--- config.mk ---
export PLATFORM = sky130hd
export DESIGN_NAME = jetp_ctrl
export DESIGN_NICKNAME = d
export VERILOG_FILES = /design/src/sv/jetp_pkg.sv /design/src/sv/jetp_ctrl.sv
export SDC_FILE = /design/constraint.sdc
export NUM_CORES = 1
export LEC_CHECK = 0
export BUFFER_PORTS_ARGS = -buffer_cell sky130_fd_sc_hd__buf_2
export CAP_MARGIN = 20
export CORE_AREA = 2 2 39 41
export CTS_BUF_LIST = sky130_fd_sc_hd__clkbuf_8
export DETAILED_ROUTE_END_ITERATION = 8
export DIE_AREA = 0 0 41 43
export GPL_ROUTABILITY_DRIVEN = 0
export PLACE_DENSITY = 0.32
export SLEW_MARGIN = 0
export SYNTH_ARGS = -nofsm -noshare
export SYNTH_HDL_FRONTEND = slang
export SYNTH_SLANG_ARGS = --single-unit
export TNS_END_PERCENT = 1
--- constraint.sdc ---
create_clock -name clk_i -period 1.1 [get_ports clk_i]
set_input_delay 0.11 -clock clk_i [delete_from_list [all_inputs] [get_ports clk_i]]
set_output_delay 0.11 -clock clk_i [all_outputs]
set_load 0.01 [all_outputs]
--- src/sv/jetp_pkg.sv ---
// Shared types and constants for the Julia escape-time pixel engine.
package jetp_pkg;

  localparam int unsigned FRAC_BITS = 28;
  localparam int unsigned CW        = 32;   // coordinate word width
  localparam int unsigned PW        = 10;   // pixel index width
  localparam int unsigned NW        = 10;   // iteration count width
  localparam int unsigned STEP_W    = 31;
  localparam int unsigned COLOR_W   = 24;
  localparam int unsigned CFG_IDX_W = 3;

  // escape bound |z|^2 <= 4 at full product precision
  localparam logic [2*CW-1:0] ESC_LIMIT = 64'(4) << (2 * FRAC_BITS);

  // register indexes
  localparam logic [CFG_IDX_W-1:0] CfgMaxIter    = 3'd0;
  localparam logic [CFG_IDX_W-1:0] CfgPixelStep  = 3'd1;
  localparam logic [CFG_IDX_W-1:0] CfgOriginX    = 3'd2;
  localparam logic [CFG_IDX_W-1:0] CfgOriginY    = 3'd3;
  localparam logic [CFG_IDX_W-1:0] CfgJuliaRe    = 3'd4;
  localparam logic [CFG_IDX_W-1:0] CfgJuliaIm    = 3'd5;
  localparam logic [CFG_IDX_W-1:0] CfgColorScale = 3'd6;

  // reset values
  localparam logic [NW-1:0]         RstMaxIter    = 10'd50;
  localparam logic [STEP_W-1:0]     RstPixelStep  = 31'd1342177;
  localparam logic signed [CW-1:0]  RstOriginX    = -32'sd536870912;
  localparam logic signed [CW-1:0]  RstOriginY    = -32'sd510027366;
  localparam logic signed [CW-1:0]  RstJuliaRe    = 32'sd76504105;
  localparam logic signed [CW-1:0]  RstJuliaIm    = 32'sd2684355;
  localparam logic [COLOR_W-1:0]    RstColorScale = 24'd265;

  typedef struct packed {
    logic [PW-1:0] pixel_x;
    logic [PW-1:0] pixel_y;
  } pixel_in_t;

  typedef struct packed {
    logic [PW-1:0]      out_x;
    logic [PW-1:0]      out_y;
    logic [NW-1:0]      iter_count;
    logic [COLOR_W-1:0] pixel_color;
  } pixel_out_t;

  typedef struct packed {
    logic [NW-1:0]         max_iter;
    logic [STEP_W-1:0]     pixel_step;
    logic signed [CW-1:0]  origin_x;
    logic signed [CW-1:0]  origin_y;
    logic signed [CW-1:0]  julia_re;
    logic signed [CW-1:0]  julia_im;
    logic [COLOR_W-1:0]    color_scale;
  } cfg_t;

  typedef struct packed {
    logic load;   // latch the pixel
    logic map;    // pixel to complex point
    logic mul;    // form the three squares/products
    logic step;   // z = z*z + k, count up
    logic color;  // form the result color
  } dp_cmd_t;

  typedef struct packed {
    logic done;   // escaped or limit reached
  } dp_status_t;

endpackage

--- src/sv/jetp_ctrl.sv ---
// Controller state machine sequencing map, iterate and color steps.
module jetp_ctrl (
  input  logic                  clk_i,
  input  logic                  rst_ni,
  input  logic                  start,
  input  jetp_pkg::dp_status_t  status_i,
  output jetp_pkg::dp_cmd_t     cmd_o,
  output logic                  busy,
  output logic                  result_valid_o
);

  typedef enum logic [2:0] {
    StIdle,
    StMap,
    StMul,
    StTest,
    StColor
  } state_e;

  state_e state_q, state_d;
  logic   valid_q, valid_d;

  always_comb begin
    state_d = state_q;
    valid_d = 1'b0;
    cmd_o   = '0;
    unique case (state_q)
      StIdle: begin
        if (start) begin
          cmd_o.load = 1'b1;
          state_d    = StMap;
        end
      end
      StMap: begin
        cmd_o.map = 1'b1;
        state_d   = StMul;
      end
      StMul: begin
        cmd_o.mul = 1'b1;
        state_d   = StTest;
      end
      StTest: begin
        if (status_i.done) begin
          state_d = StColor;
        end else begin
          cmd_o.step = 1'b1;
          state_d    = StMul;
        end
      end
      StColor: begin
        cmd_o.color = 1'b1;
        valid_d     = 1'b1;
        state_d     = StIdle;
      end
      default: state_d = StIdle;
    endcase
  end

  always_ff @(posedge clk_i or negedge rst_ni) begin
    if (!rst_ni) begin
      state_q <= StIdle;
      valid_q <= 1'b0;
    end else begin
      state_q <= state_d;
      valid_q <= valid_d;
    end
  end

  assign busy           = (state_q != StIdle);
  assign result_valid_o = valid_q;

endmodule

==> impl_metrics.yaml <==
finish:
  layout_common_cells: "10 x buf_2, 4 x dfrtp_1, 3 x nor3b_2, 3 x clkbuf_8"
  seqCellArea_um2: 100
  final_nets: 40
  antennaDiodeCount: 0
  area_delta_synth_final_pct: 81.6
  multi_input_area_um2: 93.8
  final_common_cell: "buf_2"
  fill_cells: 151
  stdcell_count: 50
  drive_gt1_share_pct: 61.8
pwr:
  p_sw_share_pct: 32.8
  p_seq_share_pct: 25.0
  peakVddDrop_mv: 0.973
  p_per_area_nw_per_um2: 2870
  leakagePower_nw: 0.171
  clkPwrFrac_pct: 30.6
  p_switching_mw: 0.324
  power.internal_mw: 0.666
  combPwrFrac_pct: 44.4
synthesis:
  yosys_warnings: 0
  ys_ff_latch: 4
  syn_inst: 18
  syn_area_per_cell_um2: 10.6
  seq_area_frac_synth_pct: 52.6
  post_synth_num_cell_types: 11
  syn-cell-area_um2: 190
  syn_nets: 22
critical_path:
  cp-end-kind: "output port"
  required_ns: 0.99
  cp_max_fo: 3
  cp-startpoint: "state_q[0]$_DFFE_PN0P_"
  critPathArrivalTime_ns: 1.18
  reg2reg_from: "state_q[2]$_DFFE_PN0P_"
  r2r_slack_ns: 0.20
  startpoint_type: "flop"
  r2r_end: "state_q[1]$_DFFE_PN0P_"
  reg2reg_depth: 3
  critPathKind: "flop to output port"
place:
  place_ws_ns: 0.0362
  placed_cells: 46
  dp_hpwl_um: 348
  port_buffers: 10
clock_network:
  cts_setup_buffers: 0
  clock-sinks: 4
  clk_latency_ns: 0.21
  cts_inserted_buffers: 3
  cts_root_buf: "clkbuf_8"
  h-tree-depth: 1
  path_clk_slew_ns: 0.03
  cts_tree: "done"
  ctsLongestPathBuffers: 2
floorplan:
  dieArea_um2: 1760
  start_util_pct: 13.7
  die_width_um: 41
  ios: 11
  die_y_um: 43
  core_um2: 1380
  num_rows: 14
min_path:
  min_path_cells: 2
  worstHoldStart: "status_i"
  hold_class: "input pin to flop"
  hold_end: "state_q[1]$_DFFE_PN0P_"
timing:
  fin_crit_sh_pct: 117
  hold_violations: 0
  tightest_slew_ns: 0.179
  slew_headroom_pct: 88.0
  fin_tns_setup_ns: -0.641
  timing.final.ws_setup_ns: -0.188
  rsz0062_at_grt: "yes"
  finClkSkew_ns: 0.00499
  slew_viol_final: 0
  period_needed_ns: 1.29
  max_freq_ghz: 0.777
  finalSetupViolCount: 6
routing:
  wl_per_cell_um: 9.02
  postRouteAntennaNets: 0
  via_count: 195
  dr.pass1.iters: 4
  drc: 0
  routed_wl_um: 451
  via_per_inst: 3.90
  first_iter_violations: 8
grt:
  grt_util_all_layers_pct: 6.05
  grt_pass1_wl_um: 621
  antenna_found_initial: 0
  grt_max_degree: 8
  first_global_vias: 161
  grt_overflow: 0
run_status:
  outcome: "finished with violations"
  violations: "negative setup slack"
job:
  timing.max_cap.violations: 0
==> state kept, by name, indices dropped and copies added, names as in the netlist <==
register	count
state_q	3
result_valid_o	1
==> metrics by stage <==
step / area, um2 / util [%] / total power [mW] / hold WS (ns)
2_1_floorplan: 190 / - / 0.463 / -0.186
3_3_place_gp: 275 / 19.9 / 0.649 / -0.0816
3_5_place_dp: 275 / 19.9 / 0.652 / -0.0814
4_1_cts: 330 / 23.9 / 0.981 / 0.0983
5_1_grt: 345 / 25.0 / 1.06 / 0.116
6_report: 345 / 25.0 / 0.990 / 0.0995
==> critical path: stages, from the launching register on <==
cell     delay (ns)
dfrtp_1        0.39
or3_4          0.38
nor2_2         0.07
buf_2          0.12
==> power groups by stage <==
| stage | Combinational, mW | Sequential, mW | Clock, mW |
|---|---|---|---|
| finish | 0.440 | 0.248 | 0.303 |
| global route | 0.487 | 0.252 | 0.325 |
| CTS | 0.427 | 0.241 | 0.312 |
| detailed placement | 0.413 | 0.239 | 0 |
| global placement | 0.410 | 0.239 | 0 |
| floorplan | 0.189 | 0.273 | 0 |
==> area by class of cell <==
| type | count | area share [%] |
|---|---|---|
| Inverter | 1 | 1.09 |
| Sequential cell | 4 | 29.0 |
| Timing Repair Buffer | 14 | 25.0 |
| Clock buffer | 3 | 12.0 |
| Multi-Input combinational cell | 12 | 27.2 |
| Tap cell | 16 | 5.80 |
==> how the worst max path moves through the flow <==
stage	end	slack (ns)	depth (start not counted)
6_report	cmd_o[4]	-0.19	3
5_1_grt	cmd_o[4]	-0.25	3
4_1_cts	cmd_o[4]	-0.19	3
3_5_place_dp	cmd_o[4]	0.04	3
3_3_place_gp	cmd_o[4]	0.04	3
2_1_floorplan	cmd_o[4]	0.02	2
==> kinds of logic (layout without fill, tap and decap cells) <==
| logic type | after synthesis | after routing | synth area share, % |
|---|---|---|---|
| flops | 4 | 4 | 52.6 |
| buf+inv | 2 | 18 | 5.92 |
| compound gates | 2 | 2 | 7.24 |
| simple gates | 10 | 10 | 34.2 |
==> cell usage after synthesis (all sizes together) <==
library cell / count / area (um2)
a31oi: 1 / 6.26
buf: 1 / 7.51
dfrtp: 4 / 100
inv: 1 / 3.75
nand2: 1 / 3.75
nor2: 2 / 10.0
nor3: 2 / 10.0
nor3b: 4 / 30.0
o21bai: 1 / 7.51
or3: 1 / 11.3
==> timing repair <==
action	4_1_cts	5_1_grt
endpoints found under the setup margin	6	6
resized for setup	1	3
hold buffers	1	0
endpoints found under the hold margin	4	0
pin swaps	0	0
cloned	0	0
==> per-layer routing <==
layer | part of all wire (%) | vias to the layer above | global-route usage, % | wire length (um)
met5 | 0 | - | 0 | 0
met4 | 0 | 0 | 4.00 | 0
met3 | 9.1 | 0 | 6.28 | 41
met2 | 47 | 7 | 8.13 | 212
met1 | 44 | 92 | 5.21 | 197
li1 | - | 96 | - | -
(Power assumes the default switching activity.)
