### config.mk
export PLATFORM = sky130hd
export DESIGN_NAME = jetp_cfg
export DESIGN_NICKNAME = d
export VERILOG_FILES = /design/src/sv/jetp_pkg.sv /design/src/sv/jetp_cfg.sv
export SDC_FILE = /design/constraint.sdc
export NUM_CORES = 1
export LEC_CHECK = 0
export BUFFER_PORTS_ARGS = -buffer_cell sky130_fd_sc_hd__buf_4
export CORE_UTILIZATION = 40
export DETAILED_ROUTE_END_ITERATION = 10
export PLACE_DENSITY = 0.71
export SYNTH_ARGS = -nofsm -noshare
export SYNTH_HDL_FRONTEND = slang
export SYNTH_SLANG_ARGS = --single-unit
### constraint.sdc
create_clock -name clk_i -period 1.35 [get_ports clk_i]
set_input_delay 0.27 -clock clk_i [delete_from_list [all_inputs] [get_ports clk_i]]
set_output_delay 0.27 -clock clk_i [all_outputs]
set_load 0.02 [all_outputs]
### src/sv/jetp_pkg.sv
// Shared types and constants for the Julia escape-time pixel engine.
package jetp_pkg;

  localparam int unsigned FRAC_BITS = 28;
  localparam int unsigned CW        = 32;   // coordinate word width
  localparam int unsigned PW        = 10;   // pixel index width
  localparam int unsigned NW        = 10;   // iteration count width
  localparam int unsigned STEP_W    = 31;
  localparam int unsigned COLOR_W   = 24;
  localparam int unsigned CFG_IDX_W = 3;

  // escape bound |z|^2 <= 4 at full product precision
  localparam logic [2*CW-1:0] ESC_LIMIT = 64'(4) << (2 * FRAC_BITS);

  // register indexes
  localparam logic [CFG_IDX_W-1:0] CfgMaxIter    = 3'd0;
  localparam logic [CFG_IDX_W-1:0] CfgPixelStep  = 3'd1;
  localparam logic [CFG_IDX_W-1:0] CfgOriginX    = 3'd2;
  localparam logic [CFG_IDX_W-1:0] CfgOriginY    = 3'd3;
  localparam logic [CFG_IDX_W-1:0] CfgJuliaRe    = 3'd4;
  localparam logic [CFG_IDX_W-1:0] CfgJuliaIm    = 3'd5;
  localparam logic [CFG_IDX_W-1:0] CfgColorScale = 3'd6;

  // reset values
  localparam logic [NW-1:0]         RstMaxIter    = 10'd50;
  localparam logic [STEP_W-1:0]     RstPixelStep  = 31'd1342177;
  localparam logic signed [CW-1:0]  RstOriginX    = -32'sd536870912;
  localparam logic signed [CW-1:0]  RstOriginY    = -32'sd510027366;
  localparam logic signed [CW-1:0]  RstJuliaRe    = 32'sd76504105;
  localparam logic signed [CW-1:0]  RstJuliaIm    = 32'sd2684355;
  localparam logic [COLOR_W-1:0]    RstColorScale = 24'd265;

  typedef struct packed {
    logic [PW-1:0] pixel_x;
    logic [PW-1:0] pixel_y;
  } pixel_in_t;

  typedef struct packed {
    logic [PW-1:0]      out_x;
    logic [PW-1:0]      out_y;
    logic [NW-1:0]      iter_count;
    logic [COLOR_W-1:0] pixel_color;
  } pixel_out_t;

  typedef struct packed {
    logic [NW-1:0]         max_iter;
    logic [STEP_W-1:0]     pixel_step;
    logic signed [CW-1:0]  origin_x;
    logic signed [CW-1:0]  origin_y;
    logic signed [CW-1:0]  julia_re;
    logic signed [CW-1:0]  julia_im;
    logic [COLOR_W-1:0]    color_scale;
  } cfg_t;

  typedef struct packed {
    logic load;   // latch the pixel
    logic map;    // pixel to complex point
    logic mul;    // form the three squares/products
    logic step;   // z = z*z + k, count up
    logic color;  // form the result color
  } dp_cmd_t;

  typedef struct packed {
    logic done;   // escaped or limit reached
  } dp_status_t;

endpackage

### src/sv/jetp_cfg.sv
// Configuration register file of the Julia pixel engine.
module jetp_cfg (
  input  logic                            clk_i,
  input  logic                            rst_ni,
  input  logic                            cfg_we_i,
  input  logic [jetp_pkg::CFG_IDX_W-1:0]  cfg_idx_i,
  input  logic [jetp_pkg::CW-1:0]         cfg_wdata_i,
  output jetp_pkg::cfg_t                  cfg_o
);

  jetp_pkg::cfg_t cfg_q, cfg_d;

  always_comb begin
    cfg_d = cfg_q;
    if (cfg_we_i) begin
      unique case (cfg_idx_i)
        jetp_pkg::CfgMaxIter:    cfg_d.max_iter    = cfg_wdata_i[jetp_pkg::NW-1:0];
        jetp_pkg::CfgPixelStep:  cfg_d.pixel_step  = cfg_wdata_i[jetp_pkg::STEP_W-1:0];
        jetp_pkg::CfgOriginX:    cfg_d.origin_x    = $signed(cfg_wdata_i);
        jetp_pkg::CfgOriginY:    cfg_d.origin_y    = $signed(cfg_wdata_i);
        jetp_pkg::CfgJuliaRe:    cfg_d.julia_re    = $signed(cfg_wdata_i);
        jetp_pkg::CfgJuliaIm:    cfg_d.julia_im    = $signed(cfg_wdata_i);
        jetp_pkg::CfgColorScale: cfg_d.color_scale = cfg_wdata_i[jetp_pkg::COLOR_W-1:0];
        default: ;  // unknown index: ignored
      endcase
    end
  end

  always_ff @(posedge clk_i or negedge rst_ni) begin
    if (!rst_ni) begin
      cfg_q.max_iter    <= jetp_pkg::RstMaxIter;
      cfg_q.pixel_step  <= jetp_pkg::RstPixelStep;
      cfg_q.origin_x    <= jetp_pkg::RstOriginX;
      cfg_q.origin_y    <= jetp_pkg::RstOriginY;
      cfg_q.julia_re    <= jetp_pkg::RstJuliaRe;
      cfg_q.julia_im    <= jetp_pkg::RstJuliaIm;
      cfg_q.color_scale <= jetp_pkg::RstColorScale;
    end else begin
      cfg_q <= cfg_d;
    end
  end

  assign cfg_o = cfg_q;

endmodule

==> flow_metrics.py <==
metrics = {
    "outcome": {
        "status": "finished with violations",
        "violations": "setup timing",
    },
    "placed_design": {
        "place_congestion": 0.783,
        "dp_cells": 877,
        "dpl_cell_area_sq_um": 9780,
        "port_buffers": 230,
        "dpl_worst_slack_ns": -0.201,
        "dp_hpwl_um": 13200,
    },
    "clock_tree": {
        "clk_latency_ns": 0.42,
        "cts_max_level": 4,
        "cts_buffer_depth": 2,
        "cts_tree": "yes",
        "root_buffer": "clkbuf_16",
        "cts.sink_count": 193,
        "numCtsBuffers": 17,
        "cts.clk_slew.worst_paths_ns": 0.07,
    },
    "global_route": {
        "antenna_found_initial": 0,
        "overflow": 0,
        "track_usage_pct": 20.0,
        "grt_max_degree": 42,
        "grt_pass1_vias": 4925,
        "grt_pass1_wl_um": 29300,
    },
    "die": {
        "core_area_sq_um": 18300,
        "die_w_um": 140,
        "rows": 49,
        "fp.dieH_um": 140,
        "pin_count": 231,
        "initial_core_util_pct": 41.4,
        "dieArea_sq_um": 19500,
    },
    "sta": {
        "tightest_slew_ns": 0.434,
        "min_period_ns": 1.38,
        "fin_crit_sh_pct": 102,
        "fin_ws_ns": -0.0305,
        "max_freq_ghz": 0.724,
        "timing_hold_violations_final": 0,
        "clock_skew_ns": 0,
        "slew_headroom_pct": 71.1,
        "holdWs_ns": 0.105,
        "rsz0062_at_grt": "yes",
        "drv_slew": 0,
        "setup_viol": 43,
        "fin_setup_tns_ns": -0.334,
    },
    "drt": {
        "route.detailed.drc": 0,
        "drtAntennaViolNets": 0,
        "dr.pass1.iters": 7,
        "highest_layer": "met4",
        "met1_length_um": 8050,
        "viasPerCell": 4.95,
        "routed_wl_um": 18600,
        "wire_per_inst_um": 20.2,
        "wl_met3_um": 1100,
        "vias": 4538,
        "dr_wl_met2_um": 9150,
        "first_iter_violations": 95,
    },
    "pwr": {
        "combinationalPowerShare_pct": 31.4,
        "total_power_mw": 19.4,
        "power_switching_mw": 6.07,
        "intPower_mw": 13.3,
        "p_seq_share_pct": 42.3,
        "pwr-share-clk_pct": 26.3,
        "swShare_pct": 31.3,
        "vdd_drop_max_mv": 0.856,
        "power_leakage_nw": 4.94,
        "power.density_nw_per_um2": 1820,
    },
    "synthesis": {
        "synth_edf_count": 0,
        "synthArstFlopShare_pct": 100,
        "synth.most_common_cell": "dfrtp_1",
        "seq_area_frac_synth_pct": 64.8,
        "yosys_warnings": 0,
        "yosys.area.top_type": "dfrtp_1",
        "synth_flop_cell": "dfrtp_1",
        "synthTopCellsByArea": "dfrtp_1 44%, dfstp_2 21%, mux2_2 19%",
        "yosysUniqueCellTypes": 12,
        "syn_inst": 416,
        "syn_avg_cell_area_sq_um": 18.2,
        "syn-num-nets": 454,
        "synth_common_cells": "132 x dfrtp_1, 131 x mux2_2, 61 x dfstp_2",
        "ys_seq_elements": 193,
        "synth_area_sq_um": 7570,
        "post-synth-top-area-fraction_pct": 43.7,
    },
    "worst_setup_path": {
        "cpPeakStageDelay_ns": 0.56,
        "worstPathArrival_ns": 1.11,
        "cp_num_buf_inv": 1,
        "cp_slowest_cell": "dfstp_2",
        "cp-start-kind": "flop",
        "crit_type": "reg2out",
        "required_ns": 1.08,
        "reg2reg_slack_ns": 0.50,
        "r2r-start": "cfg_o[3]$_DFFE_PN1P_",
        "rr_worst_depth": 2,
        "regToRegEndpoint": "cfg_o[3]$_DFFE_PN1P_",
        "path_cells": "buf_6",
        "crit_fanout": 2,
        "path_delay_family": "flip-flops",
        "end_kind": "primary output",
    },
    "cells_and_area": {
        "num_antenna_cells": 0,
        "final_cells": 917,
        "nets": 713,
        "stdcell_area_sq_um": 10700,
        "largest_register_ffs": 193,
        "area_growth_pct": 41.0,
        "drive_gt1_share_pct": 80.4,
        "multi_input_area_sq_um": 2500,
        "fillerInstances": 1410,
        "seqCellArea_sq_um": 4910,
        "finish.utilization_pct": 58.4,
    },
    "job": {
        "max_cap_violations": 0,
    },
    "hold_path": {
        "hold_class": "in2reg",
        "holdPathStages": 2,
        "hold_path_startpoint": "cfg_wdata_i[31]",
        "holdPathEnd": "cfg_o[55]$_DFFE_PN0P_",
    },
}
## power by group through the flow
stage | clock network [mW] | registers (mW) | logic (mW)
floorplan | 0 | 9.70 | 1.46
global placement | 0 | 8.14 | 5.70
detailed placement | 0 | 8.21 | 5.82
CTS | 5.22 | 8.21 | 6.15
global route | 5.46 | 8.36 | 6.39
finish | 5.10 | 8.21 | 6.09
## cells in the final DEF (no fill, tap or decap)
| master | instances |
|---|---|
| dfstp_2 | 61 |
| and4bb_2 | 3 |
| dfrtp_1 | 132 |
| bufinv_16 | 2 |
| inv_8 | 3 |
| mux2_4 | 60 |
| inv_6 | 3 |
| nor4b_2 | 1 |
| dlygate4sd3_1 | 1 |
| buf_12 | 14 |
| clkinvlp_4 | 4 |
| nand4b_2 | 3 |
| clkinv_2 | 1 |
| mux2_1 | 2 |
| clkbuf_16 | 17 |
| buf_6 | 62 |
| buf_4 | 186 |
| mux2_2 | 131 |
| clkinv_4 | 2 |
## how the worst max path moves through the flow
stage | cells after the start | start | slack, ns | endpoint
2_1_floorplan | 4 | cfg_idx_i[2] | 0.03 | cfg_o[153]$_DFFE_PN0P_
3_3_place_gp | 4 | cfg_idx_i[0] | -0.15 | cfg_o[190]$_DFFE_PN0P_
3_5_place_dp | 4 | cfg_idx_i[0] | -0.20 | cfg_o[191]$_DFFE_PN0P_
4_1_cts | 1 | cfg_o[70]$_DFFE_PN1P_ | -0.05 | cfg_o[70]
5_1_grt | 1 | cfg_o[70]$_DFFE_PN1P_ | -0.06 | cfg_o[70]
6_report | 1 | cfg_o[70]$_DFFE_PN1P_ | -0.03 | cfg_o[70]
## routing by layer
layer	GRT usage (%)	vias to the layer above
met4	6.13	0
met2	33.4	162
li1	-	1990
met5	0	-
met1	25.3	2368
met3	5.71	18
## area by class of cell
| cell class | instances | area share, % |
|---|---|---|
| flip-flops and latches | 193 | 46.0 |
| multi-input cells | 200 | 23.4 |
| repair buffers | 263 | 22.3 |
| clock buffers | 17 | 3.99 |
| well taps | 229 | 2.68 |
| clock inverters | 15 | 1.62 |
## cells by family after synthesis
family	Yosys count	share of synthesized area, %
buffers and inverters	23	2.25
flip-flops	193	64.8
multiplexers	193	31.7
AND/OR/NAND/NOR	7	1.21
## timing repair
| action | CTS | global route |
|---|---|---|
| hold buffers | 1 | 0 |
| gates resized for setup | 61 | 0 |
| pin swaps | 0 | 0 |
| endpoints found under the hold margin | 25 | 0 |
| buffers inserted | 6 | 1 |
| endpoints found under the setup margin | 61 | 61 |
Power figures use the tool's default switching activity.
